==> src/design/dns_name_decompressor_defines.svh <==
// Assertion macros shared by the name decompressor RTL.
`ifndef DNS_NAME_DECOMPRESSOR_DEFINES_SVH
`define DNS_NAME_DECOMPRESSOR_DEFINES_SVH

// Same-cycle implication, disabled while reset is asserted.
`define DND_ASSERT_IMPLY(label, clk, rst_n, ante, cons, msg) \
  label: assert property (@(posedge clk) disable iff (!rst_n) (ante) |-> (cons)) \
    else $error(msg);

// Next-cycle implication, disabled while reset is asserted.
`define DND_ASSERT_NEXT(label, clk, rst_n, ante, cons, msg) \
  label: assert property (@(posedge clk) disable iff (!rst_n) (ante) |=> (cons)) \
    else $error(msg);

`endif

==> src/design/dnsdec_pkg.sv <==
// Types and constants of the DNS name decompressor.
`default_nettype none
package dnsdec_pkg;

  // Width of a walk offset: a compression pointer carries 14 bits.
  localparam int unsigned POS_W = 14;

  localparam logic CMD_STORE  = 1'b0;
  localparam logic CMD_DECODE = 1'b1;

  // Register index of hop_limit (address bit 2 of the configuration port)
  localparam logic REG_HOP_LIMIT = 1'b0;

  localparam logic [1:0] ST_OK    = 2'd0;
  localparam logic [1:0] ST_HOPS  = 2'd1;
  localparam logic [1:0] ST_RANGE = 2'd2;
  localparam logic [1:0] ST_LONG  = 2'd3;

  localparam logic [7:0] DOT_CHAR = 8'h2E;

  typedef enum logic [2:0] {
    S_IDLE,
    S_LEN,
    S_LEN_DATA,
    S_PTR_DATA,
    S_DOT,
    S_LAB,
    S_LAB_DATA,
    S_FINAL
  } dnd_state_t;

endpackage
`default_nettype wire

==> src/design/dns_name_decompressor.sv <==
// DNS name decompressor: packet byte store, name walk sequencer and chunk output.
//
// Input channel (in_*): each word is a store or a decode, selected by in_tuser.
// A store writes one packet byte into the internal packet memory; a stream of
// stores loads one byte per cycle while no decode walk runs. A decode walks the
// encoded name at the given offset, following length-prefixed labels and
// compression pointers, and sends the characters on the output channel (out_*)
// in words of eight characters, then one final word (out_tlast high) with the
// remaining 0..7 characters and the status. in_tready is low for the whole walk.
// A length byte is read in S_LEN and S_LEN_DATA, a pointer adds S_PTR_DATA, a
// character passes S_LAB and S_LAB_DATA, and a dot S_DOT; every access goes
// through the single packet memory port with its registered read data, one byte
// per access.
// The output word sits in a register, so the walk keeps going while a word
// waits; when a new word is due and the receiver stalls, the walk holds.
// Configuration (cfg_*, APB): register 0 is hop_limit, reset 255; write it only
// while no decode is running. Reset (rst_n low, synchronous) returns the
// sequencer to idle and drops any pending output word; packet bytes are kept
// and are undefined until written.
`default_nettype none
`include "dns_name_decompressor_defines.svh"
module dns_name_decompressor #(
  parameter int unsigned PACKET_BYTES   = 512,
  parameter int unsigned MAX_NAME_BYTES = 255
) (
  input  wire logic        clk,
  input  wire logic        rst_n,
  // in_tdata: address [8:0], byte_value [16:9], packet_length [26:17], zero [31:27]
  input  wire logic [31:0] in_tdata,
  // in_tuser: command [0]
  input  wire logic        in_tuser,
  input  wire logic        in_tvalid,
  output logic             in_tready,
  // out_tdata: name_chunk [63:0], chunk_bytes [67:64], status [69:68],
  //            name_length [77:70], zero [79:78]
  output logic [79:0]      out_tdata,
  output logic             out_tlast,
  output logic             out_tvalid,
  input  wire logic        out_tready,
  input  wire logic        cfg_psel,
  input  wire logic        cfg_penable,
  input  wire logic        cfg_pwrite,
  input  wire logic [2:0]  cfg_paddr,
  input  wire logic [31:0] cfg_pwdata,
  output logic [31:0]      cfg_prdata,
  output logic             cfg_pready
);

  localparam int unsigned AW = $clog2(PACKET_BYTES);
  localparam int unsigned PW = dnsdec_pkg::POS_W;
  localparam logic [PW:0] PB_LIMIT = (PW + 1)'(PACKET_BYTES);
  localparam logic [7:0]  MAX_LEN  = 8'(MAX_NAME_BYTES);

  // Input word fields
  logic [8:0] in_addr;
  logic [7:0] in_byte;
  logic [9:0] in_plen;
  assign in_addr = in_tdata[8:0];
  assign in_byte = in_tdata[16:9];
  assign in_plen = in_tdata[26:17];

  logic in_fire;
  assign in_fire = in_tvalid && in_tready;

  // Configuration register
  logic [7:0] hop_limit_r;
  logic       cfg_wr;
  assign cfg_pready = 1'b1;
  assign cfg_wr     = cfg_psel && cfg_penable && cfg_pwrite && cfg_pready;
  assign cfg_prdata = (cfg_paddr[2] == dnsdec_pkg::REG_HOP_LIMIT) ? {24'd0, hop_limit_r} : 32'd0;

  always_ff @(posedge clk) begin
    if (!rst_n) begin
      hop_limit_r <= 8'd255;
    end else if (cfg_wr && (cfg_paddr[2] == dnsdec_pkg::REG_HOP_LIMIT)) begin
      hop_limit_r <= cfg_pwdata[7:0];
    end
  end

  // Packet memory: one write port from stores, one registered read port for the walk
  logic [7:0]    pkt_mem [PACKET_BYTES];
  logic [7:0]    rd_data_r;
  logic [PW-1:0] rd_pos;
  logic [PW-1:0] st_pos;
  logic          st_ok;

  assign st_pos = PW'(in_addr);
  assign st_ok  = ({1'b0, st_pos} < PB_LIMIT);

  always_ff @(posedge clk) begin
    if (in_fire && (in_tuser == dnsdec_pkg::CMD_STORE) && st_ok) begin
      pkt_mem[st_pos[AW-1:0]] <= in_byte;
    end
  end

  always_ff @(posedge clk) begin
    rd_data_r <= pkt_mem[rd_pos[AW-1:0]];
  end

  // Walk state
  dnsdec_pkg::dnd_state_t state_r, state_nxt;
  logic [PW-1:0] pos_r, pos_nxt;
  logic [PW-1:0] cur_r, cur_nxt;
  logic [6:0]    rem_r, rem_nxt;
  logic [5:0]    hi_r, hi_nxt;
  logic [9:0]    plen_r, plen_nxt;
  logic [7:0]    hop_cnt_r, hop_cnt_nxt;
  logic [7:0]    cnt_r, cnt_nxt;
  logic [63:0]   chunk_r, chunk_nxt;
  logic          first_r, first_nxt;
  logic [1:0]    status_r, status_nxt;

  // Output register
  logic        out_valid_r;
  logic [63:0] out_chunk_r;
  logic [3:0]  out_bytes_r;
  logic        out_last_r;
  logic [1:0]  out_status_r;
  logic [7:0]  out_len_r;

  logic        push;
  logic [63:0] push_chunk;
  logic [3:0]  push_bytes;
  logic        push_last;
  logic [1:0]  push_status;
  logic [7:0]  push_len;

  // Character insert into the chunk being filled
  logic        can_emit;
  logic [7:0]  emit_char;
  logic [63:0] chunk_ins;
  logic [7:0]  cnt_inc;
  logic        chunk_full;
  logic [PW:0] plen_ext;

  assign can_emit   = !out_valid_r || out_tready;
  assign cnt_inc    = cnt_r + 8'd1;
  assign chunk_full = (cnt_inc[2:0] == 3'd0);
  assign emit_char  = (state_r == dnsdec_pkg::S_DOT) ? dnsdec_pkg::DOT_CHAR : rd_data_r;
  assign plen_ext   = (PW + 1)'(plen_r);

  always_comb begin
    for (int k = 0; k < 8; k++) begin
      chunk_ins[k*8 +: 8] = (cnt_r[2:0] == 3'(k)) ? emit_char : chunk_r[k*8 +: 8];
    end
  end

  always_ff @(posedge clk) begin
    if (!rst_n) begin
      state_r   <= dnsdec_pkg::S_IDLE;
      pos_r     <= '0;
      hop_cnt_r <= '0;
      cnt_r     <= '0;
      chunk_r   <= '0;
      first_r   <= 1'b1;
      status_r  <= dnsdec_pkg::ST_OK;
    end else begin
      state_r   <= state_nxt;
      pos_r     <= pos_nxt;
      hop_cnt_r <= hop_cnt_nxt;
      cnt_r     <= cnt_nxt;
      chunk_r   <= chunk_nxt;
      first_r   <= first_nxt;
      status_r  <= status_nxt;
    end
  end

  always_ff @(posedge clk) begin
    cur_r  <= cur_nxt;
    rem_r  <= rem_nxt;
    hi_r   <= hi_nxt;
    plen_r <= plen_nxt;
  end

  always_comb begin
    state_nxt   = state_r;
    pos_nxt     = pos_r;
    cur_nxt     = cur_r;
    rem_nxt     = rem_r;
    hi_nxt      = hi_r;
    plen_nxt    = plen_r;
    hop_cnt_nxt = hop_cnt_r;
    cnt_nxt     = cnt_r;
    chunk_nxt   = chunk_r;
    first_nxt   = first_r;
    status_nxt  = status_r;
    rd_pos      = pos_r;
    push        = 1'b0;
    push_chunk  = chunk_ins;
    push_bytes  = 4'd8;
    push_last   = 1'b0;
    push_status = dnsdec_pkg::ST_OK;
    push_len    = cnt_inc;
    in_tready   = 1'b0;

    unique case (state_r)
      dnsdec_pkg::S_IDLE: begin
        in_tready = 1'b1;
        if (in_tvalid && (in_tuser == dnsdec_pkg::CMD_DECODE)) begin
          pos_nxt     = PW'(in_addr);
          // clamp the length to the memory size
          plen_nxt    = ((PW + 1)'(in_plen) > PB_LIMIT) ? PB_LIMIT[9:0] : in_plen;
          hop_cnt_nxt = '0;
          cnt_nxt     = '0;
          chunk_nxt   = '0;
          first_nxt   = 1'b1;
          status_nxt  = dnsdec_pkg::ST_OK;
          state_nxt   = dnsdec_pkg::S_LEN;
        end
      end

      dnsdec_pkg::S_LEN: begin
        if ({1'b0, pos_r} >= plen_ext) begin
          status_nxt = dnsdec_pkg::ST_RANGE;
          state_nxt  = dnsdec_pkg::S_FINAL;
        end else begin
          state_nxt = dnsdec_pkg::S_LEN_DATA;
        end
      end

      dnsdec_pkg::S_LEN_DATA: begin
        rd_pos = pos_r + PW'(1);
        if (rd_data_r == 8'd0) begin
          state_nxt = dnsdec_pkg::S_FINAL;
        end else if (rd_data_r[7]) begin
          if (({1'b0, pos_r} + (PW + 1)'(1)) >= plen_ext) begin
            status_nxt = dnsdec_pkg::ST_RANGE;
            state_nxt  = dnsdec_pkg::S_FINAL;
          end else if (hop_cnt_r >= hop_limit_r) begin
            status_nxt = dnsdec_pkg::ST_HOPS;
            state_nxt  = dnsdec_pkg::S_FINAL;
          end else begin
            // fetch the pointer's low byte
            hop_cnt_nxt = hop_cnt_r + 8'd1;
            hi_nxt      = rd_data_r[5:0];
            state_nxt   = dnsdec_pkg::S_PTR_DATA;
          end
        end else begin
          cur_nxt   = pos_r + PW'(1);
          rem_nxt   = rd_data_r[6:0];
          first_nxt = 1'b0;
          state_nxt = first_r ? dnsdec_pkg::S_LAB : dnsdec_pkg::S_DOT;
        end
      end

      dnsdec_pkg::S_PTR_DATA: begin
        pos_nxt   = {hi_r, rd_data_r};
        state_nxt = dnsdec_pkg::S_LEN;
      end

      dnsdec_pkg::S_DOT, dnsdec_pkg::S_LAB_DATA: begin
        rd_pos = cur_r;
        if (cnt_r >= MAX_LEN) begin
          status_nxt = dnsdec_pkg::ST_LONG;
          state_nxt  = dnsdec_pkg::S_FINAL;
        end else if (!chunk_full || can_emit) begin
          cnt_nxt = cnt_inc;
          if (chunk_full) begin
            push      = 1'b1;
            chunk_nxt = '0;
          end else begin
            chunk_nxt = chunk_ins;
          end
          if (state_r == dnsdec_pkg::S_LAB_DATA) begin
            cur_nxt = cur_r + PW'(1);
            rem_nxt = rem_r - 7'd1;
          end
          state_nxt = dnsdec_pkg::S_LAB;
        end
      end

      dnsdec_pkg::S_LAB: begin
        rd_pos = cur_r;
        if (rem_r == 7'd0) begin
          pos_nxt   = cur_r;
          state_nxt = dnsdec_pkg::S_LEN;
        end else if ({1'b0, cur_r} >= plen_ext) begin
          status_nxt = dnsdec_pkg::ST_RANGE;
          state_nxt  = dnsdec_pkg::S_FINAL;
        end else begin
          state_nxt = dnsdec_pkg::S_LAB_DATA;
        end
      end

      dnsdec_pkg::S_FINAL: begin
        push_chunk  = chunk_r;
        push_bytes  = {1'b0, cnt_r[2:0]};
        push_last   = 1'b1;
        push_status = status_r;
        push_len    = cnt_r;
        if (can_emit) begin
          push      = 1'b1;
          chunk_nxt = '0;
          state_nxt = dnsdec_pkg::S_IDLE;
        end
      end

      default: begin
        state_nxt = dnsdec_pkg::S_IDLE;
      end
    endcase
  end

  // Hold the output word until taken; load a new one when the walk pushes
  always_ff @(posedge clk) begin
    if (!rst_n) begin
      out_valid_r <= 1'b0;
    end else if (push) begin
      out_valid_r <= 1'b1;
    end else if (out_tready) begin
      out_valid_r <= 1'b0;
    end
  end

  always_ff @(posedge clk) begin
    if (push) begin
      out_chunk_r  <= push_chunk;
      out_bytes_r  <= push_bytes;
      out_last_r   <= push_last;
      out_status_r <= push_status;
      out_len_r    <= push_len;
    end
  end

  assign out_tvalid = out_valid_r;
  assign out_tlast  = out_last_r;
  assign out_tdata  = {2'b00, out_len_r, out_status_r, out_bytes_r, out_chunk_r};

  `DND_ASSERT_IMPLY(a_last_partial, clk, rst_n, out_valid_r && out_last_r,
    out_bytes_r[3] == 1'b0, "final word carries more than seven characters")
  `DND_ASSERT_IMPLY(a_mid_full, clk, rst_n, out_valid_r && !out_last_r,
    (out_bytes_r == 4'd8) && (out_status_r == dnsdec_pkg::ST_OK) && (out_len_r[2:0] == 3'd0),
    "intermediate word is not a full, clean chunk")
  `DND_ASSERT_IMPLY(a_len_cap, clk, rst_n, out_valid_r, out_len_r <= MAX_LEN,
    "name length beyond limit")
  `DND_ASSERT_NEXT(a_final_push, clk, rst_n, (state_r == dnsdec_pkg::S_FINAL) && can_emit,
    out_valid_r && out_last_r && (state_r == dnsdec_pkg::S_IDLE),
    "final word not loaded on close")

endmodule
`default_nettype wire
==> config.mk <==
export PLATFORM = sky130hd
export DESIGN_NAME = dns_name_decompressor
export DESIGN_NICKNAME = d
export VERILOG_FILES = /design/src/design/dnsdec_pkg.sv /design/src/design/dns_name_decompressor.sv
export VERILOG_INCLUDE_DIRS = /design/src /design/src/design
export SDC_FILE = /design/constraint.sdc
export NUM_CORES = 2
export LEC_CHECK = 0
export BUFFER_PORTS_ARGS = -buffer_cell sky130_fd_sc_hd__buf_2
export CAP_MARGIN = 20
export CORE_ASPECT_RATIO = 0.6
export CORE_MARGIN = 3
export CORE_UTILIZATION = 30
export DETAILED_ROUTE_END_ITERATION = 8
export MAX_ROUTING_LAYER = met4
export SLEW_MARGIN = 20
export SYNTH_ARGS = -nofsm -noshare
export SYNTH_HDL_FRONTEND = slang
export SYNTH_SLANG_ARGS = --single-unit
==> constraint.sdc <==
create_clock -name clk -period 6.7 [get_ports clk]
set_input_delay 1.005 -clock clk [delete_from_list [all_inputs] [get_ports clk]]
set_output_delay 1.005 -clock clk [all_outputs]
set_load 0.005 [all_outputs]
==> flow_metrics.env <==
export IMPL_cts_tree="done"
export IMPL_htree_levels=5
export IMPL_overflow=0
export IMPL_reg2reg_from="state_r[1]"
export IMPL_drtIter0Drc=16390
export IMPL_max_freq_ghz=0.1583
export IMPL_clock_path_buffers=4
export IMPL_rows=213
export IMPL_routabilityCongestion=0.9083
export IMPL_start_util=0.3027
export IMPL_cts_setup_buffers=0
export IMPL_hpwl_um=320100
export IMPL_die_h_um=590.1
export IMPL_critPathLaunch="state_r[1]"
export IMPL_wl_um=511900
export IMPL_route_detailed_vias_per_inst=5.425
export IMPL_cts_hold_buf=0
export IMPL_clk_latency_ps=940
export IMPL_hold_path_class="in2reg"
export IMPL_grt_pass1_wl_um=711900
export IMPL_track_usage=0.1758
export IMPL_start_kind="register"
export IMPL_maxSlewViolCount=0
export IMPL_synth_edf_count=4212
export IMPL_hold_violations=0
export IMPL_path_cells="nand2_1 > a31oi_4 > nand2_8 > buf_12 > buf_4 > nor2_1 > nand3_1 > o22ai_1 > nor3_1 > o41ai_2 > nand4b_1"
export IMPL_cp_end_kind="register"
export IMPL_synth_seq_cells=4329
export IMPL_fin_area_um2=193100
export IMPL_ys_seq_area_frac=0.7551
export IMPL_cts_resized_gates=0
export IMPL_finalSetupViolCount=0
export IMPL_max_cap_violations=0
export IMPL_peakVddDrop_v=0.0005090
export IMPL_io_buffers=132
export IMPL_synth_area_um2=170600
export IMPL_fin_nets=9759
export IMPL_crit_type="reg2reg"
export IMPL_crit_buf_inv=2
export IMPL_worst_clock_skew_ps=76.32
export IMPL_wl_per_cell_um=29.29
export IMPL_clock_sinks=4329
export IMPL_hold_start="cfg_pwdata[0]"
export IMPL_cp_slowest_cell="o41ai_2"
export IMPL_synthCells=9445
export IMPL_antenna_found_initial=40
export IMPL_ant_nets=0
export IMPL_cts_buffers=364
export IMPL_setup_tns_ps=0
export IMPL_fp_dieW_um=979.6
export IMPL_grt_setup_unrepaired="false"
export IMPL_cts_root_buf="clkbuf_16"
export IMPL_placed_cell_area_um2=181200
export IMPL_power_density_nw_per_um2=444.4
export IMPL_drc=0
export IMPL_syn_to_final_growth_pct=13.20
export IMPL_num_io_pins=191
export IMPL_grt_max_degree=175
export IMPL_drive_above_1_share=0.1857
export IMPL_crit_path_max_fanout=24
export IMPL_slowest_delay_ps=1060
export IMPL_p_leak_nw=59.43
export IMPL_crit_arrival_ps=7050
export IMPL_ys_flop_type="edfxtp_1"
export IMPL_outcome="finished, final reports clean"
export IMPL_synth_cell_types=84
export IMPL_n_fill_cell=52630
export IMPL_cts_reportedPaths_clkPinSlew_ps=80
export IMPL_tightest_slew_ps=1269
export IMPL_dr_pass1_iters=6
export IMPL_dieArea_um2=578100
export IMPL_design_core_area_um2=563700
export IMPL_routed_via_count=94820
export IMPL_relSlewSlack=0.1522
export IMPL_min_period_ps=6316
export IMPL_crit_required_ps=7430
export IMPL_avgSynthCellArea_um2=18.06
export IMPL_cp_top_family="simple AND/OR/NAND/NOR gates"
export IMPL_ys_warn_count=0
export IMPL_ys_async_sr_fraction=0
export IMPL_period_share=0.9427
export IMPL_grt_pass1_vias=88670
export IMPL_whs_ps=309.6
cell usage in the layout (no fill, tap or decap), types with 51 or more instances in the layout:
master     instances
a21oi_1          177
a22oi_1          317
a31oi_1           51
a32oi_1           75
and3_1            63
buf_12            64
buf_2            124
buf_4            216
clkbuf_1          60
clkbuf_16        371
clkinv_1          75
clkinv_2          58
dfxtp_1          117
edfxtp_1        4212
mux2i_1          145
mux4_2           830
nand2_1          977
nand3_1          280
nand4_1           79
nor2_1           632
nor2b_1           98
nor3_1            59
o21ai_0          136
power by group:
group / switching (mW) / total (mW) / internal, mW
Combinational: 21.9 / 33.9 / 12.0
Sequential: 0.270 / 30.1 / 29.8
Clock: 10.1 / 21.9 / 11.8
flip-flops by register name (all words and copies together) (netlist names), 8 cells and up:
register,cells
pkt_mem,4096
chunk_r,64
out_chunk_r,64
cur_r,14
pos_r,14
plen_r,10
cnt_r,8
hop_cnt_r,8
hop_limit_r,8
out_len_r,8
rd_data_r,8
final timing paths:
kind	endpoint	depth (start not counted)	slack, ps
worst min register to register	hop_cnt_r[7]	2	480
worst max register to register	rd_data_r[3]	11	380
worst max-delay path	rd_data_r[3]	11	380
worst min-delay path	hop_limit_r[0]	3	310
Yosys cell counts (41+ instances only):
cell type     n  area share
a21oi_1     177      0.0052
clkbuf_1    278      0.0061
buf_1        58      0.0013
mux2i_1     145      0.0085
nand2_1     989       0.022
dfxtp_1     117       0.014
nor3_1       68      0.0020
a32oi_1      75      0.0039
edfxtp_1   4212        0.74
mux4_2      830        0.11
buf_4        58      0.0026
and3_1       63      0.0023
nand3_1     284      0.0083
nor2b_1     100      0.0037
a22oi_1     317       0.014
a31oi_1      51      0.0019
o22ai_1      41      0.0015
ha_1         49      0.0036
nand4_1      79      0.0029
buf_2       180      0.0053
o21ai_0     136      0.0040
nor2_1      654       0.014
layer usage:
metal	vias to the layer above	global-route usage	share of wire
met5	-	-	0
met4	0	0.02886	0.018
met3	657	0.07725	0.16
met2	6147	0.2153	0.38
met1	49800	0.2672	0.44
li1	38210	-	-
worst register-to-register path, cell delays in order, from the launching register on:
cell	delay [ps]
dfxtp_1	830
nand2_1	500
a31oi_4	700
nand2_8	400
buf_12	420
buf_4	290
nor2_1	800
nand3_1	160
o22ai_1	460
nor3_1	200
o41ai_2	1060
nand4b_1	290
cells by family after synthesis:
logic type,after synthesis,synth area share
flops,4329,0.7551
simple gates,2370,0.06077
compound gates,1038,0.04213
mux,975,0.1181
buf+inv,650,0.01866
fa+ha+maj,49,0.003594
xor+xnor,32,0.001643
other cells,2,0.00004402
stage by stage:
step | setup slack [ps] | total power [mW] | util | cells
2_1_floorplan | 1371 | 50.49 | - | 9470
3_3_place_gp | 993.8 | 63.38 | 0.3214 | 16790
3_5_place_dp | 1014 | 63.51 | 0.3214 | 16790
4_1_cts | 947.4 | 85.03 | 0.3424 | 17440
5_1_grt | 373.4 | 88.30 | 0.3426 | 17470
6_report | 384.2 | 85.83 | 0.3426 | 17480
cell type report:
| type | instances | area [µm²] | area share |
|---|---|---|---|
| flip-flops and latches | 4329 | 128800 | 0.6670 |
| multi-input cells | 4491 | 39190 | 0.2029 |
| clock buffers | 435 | 9564 | 0.04952 |
| well taps | 7525 | 9415 | 0.04875 |
| repair buffers | 413 | 3671 | 0.01901 |
| clock inverters | 216 | 2248 | 0.01164 |
| inverters | 36 | 135.1 | 0.0006997 |
| diodes | 33 | 82.58 | 0.0004276 |
Note: power is estimated with default switching activity, not from simulation.
